[config.mk]
export PLATFORM = sky130hd
export DESIGN_NAME = bhpq_ctrl
export DESIGN_NICKNAME = d
export VERILOG_FILES = /design/src/bhpq_pkg.sv /design/src/bhpq_ctrl.sv
export SDC_FILE = /design/constraint.sdc
export NUM_CORES = 1
export LEC_CHECK = 0
export BUFFER_PORTS_ARGS = -buffer_cell sky130_fd_sc_hd__buf_2
export CORE_AREA = 3 3 40 42
export CTS_BUF_LIST = sky130_fd_sc_hd__clkbuf_8
export CTS_CLUSTER_DIAMETER = 100
export DETAILED_ROUTE_END_ITERATION = 6
export DIE_AREA = 0 0 43 45
export PLACE_DENSITY_LB_ADDON = 0.05
export SLEW_MARGIN = 20
export SYNTH_ARGS = -nofsm -noshare
export SYNTH_HDL_FRONTEND = slang
export SYNTH_SLANG_ARGS = --single-unit
[constraint.sdc]
create_clock -name clk -period 1.87 [get_ports clk]
set_input_delay 0.187 -clock clk [delete_from_list [all_inputs] [get_ports clk]]
set_output_delay 0.187 -clock clk [all_outputs]
set_load 0.01 [all_outputs]
[src/bhpq_pkg.sv]
// Shared types, codes and the key ordering function of the binary heap queue.
// Used by bhpq_ctrl, bhpq_dp and binary_heap_priority_queue; depends on nothing.
`default_nettype none
package bhpq_pkg;

  localparam int KeyW = 32;

  typedef logic signed [KeyW-1:0] key_t;
  typedef logic [2:0]             opc_t;
  typedef logic [2:0]             stc_t;
  typedef logic [4:0]             cmd_t;

  // Operation codes
  localparam opc_t OP_INS  = 3'd0;
  localparam opc_t OP_EXT  = 3'd1;
  localparam opc_t OP_EXTK = 3'd2;
  localparam opc_t OP_REP  = 3'd3;
  localparam opc_t OP_DEL  = 3'd4;

  // Status codes
  localparam stc_t ST_OK    = 3'd0;
  localparam stc_t ST_FULL  = 3'd1;
  localparam stc_t ST_EMPTY = 3'd2;
  localparam stc_t ST_RANK  = 3'd3;
  localparam stc_t ST_INDEX = 3'd4;

  // Datapath commands
  localparam cmd_t C_NOP    = 5'd0;
  localparam cmd_t C_LOAD   = 5'd1;
  localparam cmd_t C_INS    = 5'd2;
  localparam cmd_t C_REP    = 5'd3;
  localparam cmd_t C_DEL    = 5'd4;
  localparam cmd_t C_SETR   = 5'd5;
  localparam cmd_t C_RDPAR  = 5'd6;
  localparam cmd_t C_MVDN   = 5'd7;
  localparam cmd_t C_WRKEY  = 5'd8;
  localparam cmd_t C_RDROOT = 5'd9;
  localparam cmd_t C_TOPV   = 5'd10;
  localparam cmd_t C_DEC    = 5'd11;
  localparam cmd_t C_MKEY   = 5'd12;
  localparam cmd_t C_CANDL  = 5'd13;
  localparam cmd_t C_CANDR  = 5'd14;
  localparam cmd_t C_FIN    = 5'd15;

  // Status flags from datapath to controller
  typedef struct packed {
    logic err;
    opc_t op;
    logic pos_zero;
    logic fill_one;
    logic rank_last;
    logic rank_zero;
    logic up_better;
    logic dn_move;
  } stat_t;

  // True when a belongs strictly above b.
  function automatic logic better(input key_t a, input key_t b, input logic omin);
    return omin ? (a < b) : (a > b);
  endfunction

endpackage
`default_nettype wire

[src/bhpq_ctrl.sv]
// Sequencer of the heap queue: walks each operation through datapath commands.
// Depends on bhpq_pkg.
`default_nettype none
module bhpq_ctrl (
  input  wire logic           clk,
  input  wire logic           rst,
  input  wire logic           start,
  output logic                busy,
  input  wire bhpq_pkg::stat_t st,
  output bhpq_pkg::cmd_t      cmd
);

  localparam logic [3:0] S_IDLE = 4'd0;
  localparam logic [3:0] S_DISP = 4'd1;
  localparam logic [3:0] S_UP   = 4'd2;
  localparam logic [3:0] S_UPC  = 4'd3;
  localparam logic [3:0] S_DELV = 4'd4;
  localparam logic [3:0] S_DELU = 4'd5;
  localparam logic [3:0] S_DELM = 4'd6;
  localparam logic [3:0] S_POP  = 4'd7;
  localparam logic [3:0] S_POPT = 4'd8;
  localparam logic [3:0] S_POP2 = 4'd9;
  localparam logic [3:0] S_DNM  = 4'd10;
  localparam logic [3:0] S_DNR  = 4'd11;
  localparam logic [3:0] S_DNC  = 4'd12;
  localparam logic [3:0] S_FIN  = 4'd13;

  logic [3:0] state, state_next;

  assign busy = (state != S_IDLE);

  always_comb begin
    state_next = state;
    cmd        = bhpq_pkg::C_NOP;
    case (state)
      S_IDLE: begin
        if (start) begin
          cmd        = bhpq_pkg::C_LOAD;
          state_next = S_DISP;
        end
      end
      S_DISP: begin
        if (st.err) begin
          state_next = S_FIN;
        end else begin
          case (st.op)
            bhpq_pkg::OP_INS: begin
              cmd        = bhpq_pkg::C_INS;
              state_next = S_UP;
            end
            bhpq_pkg::OP_REP: begin
              cmd        = bhpq_pkg::C_REP;
              state_next = S_UP;
            end
            bhpq_pkg::OP_EXT, bhpq_pkg::OP_EXTK: begin
              cmd        = bhpq_pkg::C_SETR;
              state_next = S_POP;
            end
            bhpq_pkg::OP_DEL: begin
              cmd        = bhpq_pkg::C_DEL;
              state_next = S_DELV;
            end
            default: state_next = S_FIN;
          endcase
        end
      end
      S_UP: begin
        if (st.pos_zero) begin
          cmd        = bhpq_pkg::C_WRKEY;
          state_next = S_FIN;
        end else begin
          cmd        = bhpq_pkg::C_RDPAR;
          state_next = S_UPC;
        end
      end
      S_UPC: begin
        if (st.up_better) begin
          cmd        = bhpq_pkg::C_MVDN;
          state_next = S_UP;
        end else begin
          cmd        = bhpq_pkg::C_WRKEY;
          state_next = S_FIN;
        end
      end
      S_DELV: begin
        cmd        = bhpq_pkg::C_TOPV;
        state_next = S_DELU;
      end
      S_DELU: begin
        if (st.pos_zero) begin
          state_next = S_POP2;
        end else begin
          cmd        = bhpq_pkg::C_RDPAR;
          state_next = S_DELM;
        end
      end
      S_DELM: begin
        cmd        = bhpq_pkg::C_MVDN;
        state_next = S_DELU;
      end
      S_POP: begin
        cmd        = bhpq_pkg::C_RDROOT;
        state_next = S_POPT;
      end
      S_POPT: begin
        cmd        = bhpq_pkg::C_TOPV;
        state_next = S_POP2;
      end
      S_POP2: begin
        cmd = bhpq_pkg::C_DEC;
        if (st.fill_one) begin
          state_next = st.rank_last ? S_FIN : S_POP;
        end else begin
          state_next = S_DNM;
        end
      end
      S_DNM: begin
        cmd        = bhpq_pkg::C_MKEY;
        state_next = S_DNR;
      end
      S_DNR: begin
        cmd        = bhpq_pkg::C_CANDL;
        state_next = S_DNC;
      end
      S_DNC: begin
        cmd = bhpq_pkg::C_CANDR;
        if (st.dn_move) begin
          state_next = S_DNR;
        end else begin
          state_next = st.rank_zero ? S_FIN : S_POP;
        end
      end
      S_FIN: begin
        cmd        = bhpq_pkg::C_FIN;
        state_next = S_IDLE;
      end
      default: state_next = S_IDLE;
    endcase
  end

  always_ff @(posedge clk) begin
    if (rst) begin
      state <= S_IDLE;
    end else begin
      state <= state_next;
    end
  end

endmodule
`default_nettype wire

* After elaboration in Yosys (flattened, before gate mapping)
Cells that the tools add are included.
** Word-level totals
- Register bits :: 4
- Latch bits :: 0
- Memory bits (writable) :: 0
- Memory bits (read-only) :: 0
- Input port bits :: 13
- Output and inout port bits :: 6
- Logic and storage cells :: 44
- Memories :: 0
** Cells by class
- Add/subtract/negate cells :: 0
- Multipliers :: 0
- Divide/modulo/power cells :: 0
- $lt $le $gt $ge :: 0
- Eq/ne operators :: 18
- Shifts and indexed selects :: 0
- Muxes and demuxes :: 18
- Bitwise logic cells :: 0
- Reduce and logical (&&, ||, !) cells :: 7
** Operators by type and width (count)
- 4-bit case mux with 13 select lines :: 1
- 4-bit case mux with 12 select lines :: 1
- 4-bit two-way mux :: 11
- 4-bit equality test (second input constant) :: 6
- 4-bit by 3-bit equality test with 1-bit output (second input constant) :: 4
- 3-bit case mux with 4 select lines :: 1
- 4-bit case mux with 3 select lines :: 1
- 4-bit by 2-bit equality test with 1-bit output (second input constant) :: 2
- 2-bit OR reduction :: 4
- 3-bit by 2-bit equality test with 1-bit output (second input constant) :: 2
- 3-bit two-way mux :: 2
- 4-bit by 1-bit equality test with 1-bit output (second input constant) :: 1
- 4-bit zero test :: 1
- 4-bit nonzero test :: 1
- 3-bit by 1-bit equality test with 1-bit output (second input constant) :: 1
- 3-bit equality test (second input constant) :: 1
- 3-bit zero test :: 1
- 2-bit != test (second input constant) :: 1
- 1-bit two-way mux :: 1

* Logic depth before layout (Yosys ltp)
Gate-level depths: netlist of the first run.
- Word-level depth :: 5
- Gate-level depth with buffers :: 5
- Gate-level depth less buffers :: 4

* Worst setup path before layout of the first run
OpenSTA, ideal clock, no wires.
- Path type :: register -> output
- Start :: reg state[1]
- End :: out cmd[1]
- Arrival time :: 1188 ps
- Required time :: 1683 ps
- Slack :: 495 ps
- Cell stages (with the launch flop) :: 6
- Buffers on the path :: 2
- Cell sequence :: dfxtp_1 -> buf_2 -> buf_2 -> nor3_1 -> nand2_1 -> o21ai_0
** Between the ends
- Cells in the longest elaborated chain, start to end :: 3
- Elaborated cells between the ends (all ways) :: 16
- Those cells by class :: 13 x eq/ne; 1 x mux; 2 x reduce/logical
** Ends and longest elaborated chain
- from (decl) :: line bhpq_ctrl.sv:28 : logic [3:0] state, state_next;
- from (signal assigned) :: line bhpq_ctrl.sv:145 : state <= state_next;
- 4-bit equality test or 4-bit by 3-bit equality test with 1-bit output (tied branches) :: line bhpq_ctrl.sv:35 : case (state)
- 2-bit OR reduction (no source line)
- 4-bit case mux with 13 select lines * :: line bhpq_ctrl.sv:35
- to (decl) :: line bhpq_ctrl.sv:10 : output bhpq_pkg::cmd_t cmd
Mark *: on every way between the ends. The rest lies on a longest branch, timed or not.

* Worst setup path after layout of the first run
- Start :: reg state[2]
- End :: out cmd[0]
The elaborated chain is that of the path after synthesis.

==> results of run 1 <==
## through the flow
step           hold slack (ps)  power [mW]  area [µm²]  setup WS, ps  utilization (%)
2_1_floorplan              433       0.712         614           495                -
3_3_place_gp               593       0.971         738           237             57.4
3_5_place_dp               584       0.968         738           235             57.4
4_1_cts                    360        1.16         781          30.9             60.8
5_1_grt                    373        1.27         787          9.80             61.2
6_report                   352        1.17         787           167             61.2
## worst paths after layout
kind / start / slack (ps) / end / cells past startpoint
setup / recovery: state[2]$_SDFFE_PP0P_ / 170 / cmd[0] / 5
hold / removal: st[2] / 350 / state[1]$_SDFFE_PP0P_ / 4
setup reg to reg: state[0]$_SDFFE_PP0P_ / 480 / state[2]$_SDFFE_PP0P_ / 5
hold reg to reg: state[0]$_SDFFE_PP0P_ / 600 / state[0]$_SDFFE_PP0P_ / 2
## what timing repair did
item                       CTS  global route
gates resized for setup      1             4
setup endpoints to repair    1             4
pin swaps                    0             0
## cell usage in the layout (no fill, tap or decap), drive strengths merged, types with 2 or more instances in the layout
cell type  count
buf           25
a22o           2
nand3          3
inv            5
a21oi          6
dfxtp          4
nor3           4
o21ai         11
nor2b          4
nand2b         5
o31ai          2
a31oi          4
clkbuf         3
o211ai         2
nand2          7
nor2           8
a21o           2
## kinds of logic after synthesis
logic type,Yosys count
xor+xnor,2
buf+inv,13
simple gates,37
flops,4
compound gates,39
other cells,1
## worst max-delay path: stages, from the launching register on
cell	delay (ps)
dfxtp_2	370
nand2b_2	230
nor3_1	190
nand2_1	160
o221ai_1	190
buf_2	160
## metal layers
layer  wire [µm]  up-vias  part of all wire [%]
met3          94        2                   5.1
met5           0        -                     0
met2         856       30                    47
met1         874      363                    48
li1            -      394                     -
met4           8        0                  0.44
## power by group through the flow
stage | Sequential [mW] | Clock, mW | Combinational (mW)
6_report | 0.240 | 0.177 | 0.752
3_3_place_gp | 0.226 | 0 | 0.745
5_1_grt | 0.255 | 0.188 | 0.831
2_1_floorplan | 0.149 | 0 | 0.563
4_1_cts | 0.232 | 0.182 | 0.746
3_5_place_dp | 0.228 | 0 | 0.739
## final cells by class
class	count	area, µm²	share of cell area (%)
clock buffer	3	41.3	5.25
multi-input combinational	79	478	60.7
tap	15	18.8	2.38
sequential	4	85.1	10.8
inverter	5	18.8	2.38
timing repair buffer	25	145	18.4
==> metrics.cfg, run 1 <==
[logic_synthesis]
yosys_warnings = 0
synth_top_family_by_area = compound AO/OA/AOI/OAI gates
synth_mux_area_share_pct = 0
synthAdderAreaFrac_pct = 0
synth.avg_cell_area_um2 = 6.40
async_flop_share_pct = 0
yosysTopAreaCell = dfxtp_1
ys_seq_area_share_pct = 13.0
synth_cell_types = 38
synth_nets = 109
syn-cell-area_um2 = 614
synth-seq-cells = 4
ys.flop_type = dfxtp_1
synth_top_area_share_pct = 13.0
syn_inst = 96
synth_common_cells = o21ai_0 (11), nor2_1 (8), nand2_1 (7), a21oi_1 (6)
synth-simple-area-share_pct = 31.6
synth_xor_area_share_pct = 2.85
synth_edf_count = 0
synthTopCellsByArea = dfxtp_1 (13%), o21ai_0 (9.0%), nand2b_1 (5.1%), a21oi_1 (4.9%), nor2_1 (4.9%)
yosysMostFrequentCell = o21ai_0
synth-compound-area-share_pct = 42.4

[global_route]
grt_pass1_wl_mm = 3.09
met2_usage_pct = 32.9
antenna_found_initial = 0
grt-ovfl-total = 0
busiest_layer = met2
use_met1_pct = 28.8
grt_max_degree = 16
grtUsageMet3_pct = 3.59
first_global_vias = 712
grtUsageTotal_pct = 20.8

[timing]
hold_violations = 0
rsz0062_at_grt = false
fmax_mhz = 587
post-route-period-util_pct = 91.1
finClkSkew_ps = 0.467
final_max_slew_viol_count = 0
fin_crit_ps = 1700
setup_tns_ps = 0
setup_viol = 0

[pwr]
internal_power_mw = 0.628
power.leakage_nw = 0.330
seq_power_share_pct = 20.5
ir_drop_uv = 658
clkPwrFrac_pct = 15.1
cellPowerDensity_mw_per_mm2 = 1490
switching_share_pct = 46.3
p_switching_mw = 0.541
p_comb_share_pct = 64.3

[floorplanning]
die-area_mm2 = 0.00194
pin_count = 19
die_w_um = 43
core_mm2 = 0.00128
start_util_pct = 47.8
floorplan.rows = 13
die_h_um = 45

[clock_network]
clock-sinks = 4
htree_num_levels = 1
clk_latency_ps = 210
path_clk_slew_ps = 30
postCtsSetupBuffers = 0
clk_path_buf_depth = 2
root_buffer = clkbuf_8
cts_hold_buf = 0
cts_buffers = 3
cts_tree = done

[cells_and_area]
largest_register = state
fillers = 133
largestRegisters = state x4
final_nets = 131
largest_register_ffs = 4
area_delta_synth_final_pct = 28.1
final_cells = 131
antenna_cells = 0
drive_gt1_share_pct = 29.3

[detailed_routing]
wl_per_cell_um = 14.0
drt_drc_violations_left = 0
drt-total-wl_mm = 1.83
antenna_left = 0
drt-pass1-iter-count = 4
drt_iter0_drc = 23
vias_per_cell = 6.02
num_vias = 789

[placement]
hpwlAfterDp_mm = 1.38
place.gp.congestion = 0.902
dp.cells = 128
io_buffers = 17

[min_path]
hp-class = primary input to register

[setup_path]
crit_type = register to primary output
crit_path_end_kind = primary output
cp-start-kind = register
critPathMaxFanout = 11
required_ps = 1680
cp.arrival_ps = 1520

[run_status]
status = finished, final reports clean

[run]
drv_cap = 0

Power figures use the tool's default switching activity.
==> inputs of run 2 (changes only) <==
Settings changed: BUFFER_PORTS_ARGS -buffer_cell sky130_fd_sc_hd__buf_2 to default, DONT_BUFFER_PORTS from default to 1, RECOVER_POWER from default to 50.
==> run 2 against run 1 <==
Net effect: first-iteration DRC count grew 22%; clock skew grew 2.3 ps; maximum frequency shrank 1.7%; largest cell class unchanged; largest power group unchanged.
==> metrics.cfg, run 2 (synthesis gave the netlist of run 1 again) <==
[run_status]
status = finished, final reports clean

[clock_network]
cts_tree = done
cts_buffers = 3  ; unchanged
clk_latency_ps = 220  ; about the same
clk_path_buf_depth = 2  ; unchanged
root_buffer = clkbuf_8
path_clk_slew_ps = 30  ; about the same
clock-sinks = 4  ; unchanged
htree_num_levels = 1  ; unchanged
postCtsSetupBuffers = 0  ; unchanged

[run]
drv_cap = 0  ; unchanged

[pwr]
ir_drop_uv = 672  ; +2.1%
finalPower_mw = 1.04  ; -11%
power.leakage_nw = 0.234  ; -29%
cellPowerDensity_mw_per_mm2 = 1570  ; +5.7%

[detailed_routing]
drt-pass1-iter-count = 4  ; unchanged
wl_per_cell_um = 16.9  ; +21%
antenna_left = 0  ; unchanged
drt_drc_violations_left = 0  ; unchanged
drt_iter0_drc = 28  ; +22%
num_vias = 728  ; -7.7%
vias_per_cell = 6.62  ; +9.9%
drt-total-wl_mm = 1.86  ; +1.5%

[global_route]
grt-ovfl-total = 0  ; unchanged
grt_max_degree = 22  ; +6
grtUsageTotal_pct = 21.0  ; +0.25 points
grt_pass1_wl_mm = 2.94  ; -4.9%
first_global_vias = 628  ; -12%
antenna_found_initial = 0  ; unchanged

[setup_path]
cp_slowest_cell = dfxtp_1
cp_cell_sequence = buf_4 > inv_1 > a211oi_1 > o31ai_1 > o21ai_1
crit_family = compound AO/OA/AOI/OAI gates
required_ps = 1680  ; about the same
crit_type = register to primary output
path_buf_inv = 2  ; +1
worst-path-stages = 5  ; unchanged
crit_path_end_kind = primary output
reg2regPathDepth = 6  ; +1
cp-start-kind = register
slowest_delay_ps = 440  ; +70 ps
cp.arrival_ps = 1550  ; +30 ps
critPathMaxFanout = 11  ; unchanged

[timing]
fin_crit_ps = 1730  ; +30.1 ps
finClkSkew_ps = 2.81  ; +2.34 ps
setup_viol = 0  ; unchanged
post-route-period-util_pct = 92.7  ; +1.6 points
fmax_mhz = 577  ; -1.7%
rsz0062_at_grt = false
setup_tns_ps = 0  ; unchanged
hold_violations = 0  ; unchanged
final_max_slew_viol_count = 0  ; unchanged

[cells_and_area]
final_cell_mix = o21ai_0 (10), nor2_1 (8), nand2_1 (7), a21oi_1 (6), nand2b_1 (5)
area_delta_synth_final_pct = 7.74
final_cells = 110  ; -16%
drive_gt1_share_pct = 8.42  ; -21 points
largest_register_ffs = 4  ; unchanged
antenna_cells = 0  ; unchanged
largest_register = state
final_nets = 110  ; -16%
layout.cells.most_common = o21ai_0
largestRegisters = state x4

[floorplanning]
start_util_pct = 47.8  ; unchanged
core_mm2 = 0.00128  ; unchanged
die-area_mm2 = 0.00194  ; unchanged
floorplan.rows = 13  ; unchanged
pin_count = 19  ; unchanged
die_w_um = 43  ; unchanged
die_h_um = 45  ; unchanged

[min_path]
hp-class = primary input to register
worstHoldPathCells = 3  ; -1

[placement]
dp.cells = 107  ; -16%
hpwlAfterDp_mm = 1.31  ; -5.0%
place.gp.congestion = 0.775  ; -14%
io_buffers = 0  ; -17

-- run 2: cell count changes in the layout (fill, tap and decap cells not counted) --
cell | before | now
buf_2 | 17 | 0
buf_4 | 8 | 3
dfxtp_1 | 0 | 3
dfxtp_2 | 4 | 1
clkbuf_1 | 0 | 1
nand2b_1 | 4 | 5
nand2b_2 | 1 | 0
o21ai_0 | 11 | 10
o21ai_1 | 0 | 1
-- run 2: metal layers --
layer / vias up / share of wire, % / global-route usage [%]
li1: 351 / - / -
met1: 335 / 44 / 27.1
met2: 38 / 45 / 31.1
met3: 4 / 8.0 / 7.17
met4: 0 / 2.3 / 10.8
met5: - / 0 / 0
-- run 2: worst min-delay path: stages --
cell,delay (ps)
nand2b_1,40
nand3_1,80
a41oi_1,110
-- run 2: metrics by stage --
step           setup slack, ps  hold slack, ps  area (µm²)  util (%)
2_1_floorplan              495             433         614         -
5_1_grt                   6.82             264         662      51.5
3_5_place_dp               218             479         623      48.5
4_1_cts                    143             242         666      51.8
3_3_place_gp               306             476         623      48.5
6_report                   137             260         662      51.5
-- run 2: path summary, 6_finish.rpt --
check / from / end / slack [ps]
worst max register to register: state[0]$_SDFFE_PP0P_ / state[0]$_SDFFE_PP0P_ / 340
worst max-delay path: state[0]$_SDFFE_PP0P_ / cmd[1] / 140
worst min-delay path: st[2] / state[1]$_SDFFE_PP0P_ / 260
worst min register to register: state[0]$_SDFFE_PP0P_ / state[3]$_SDFFE_PP0P_ / 730
-- run 2: repair_timing --
item                                    CTS  global route
resized for setup                         1             1
endpoints found under the hold margin     0             0
hold buffers                              0             0
endpoints found under the setup margin    1             1
-- run 2: where the power goes --
group          switching (mW)  internal [mW]
clock                  0.0464          0.137
sequential             0.0750          0.120
combinational           0.395          0.266
total                   0.516          0.524
-- run 2: cell type report --
class | count | area, µm²
clock buffers | 3 | 41.3
fillers | 144 | 623
inverters | 5 | 18.8
multi-input cells | 79 | 475
flip-flops and latches | 4 | 81.3
well taps | 15 | 18.8
repair buffers | 4 | 26.3
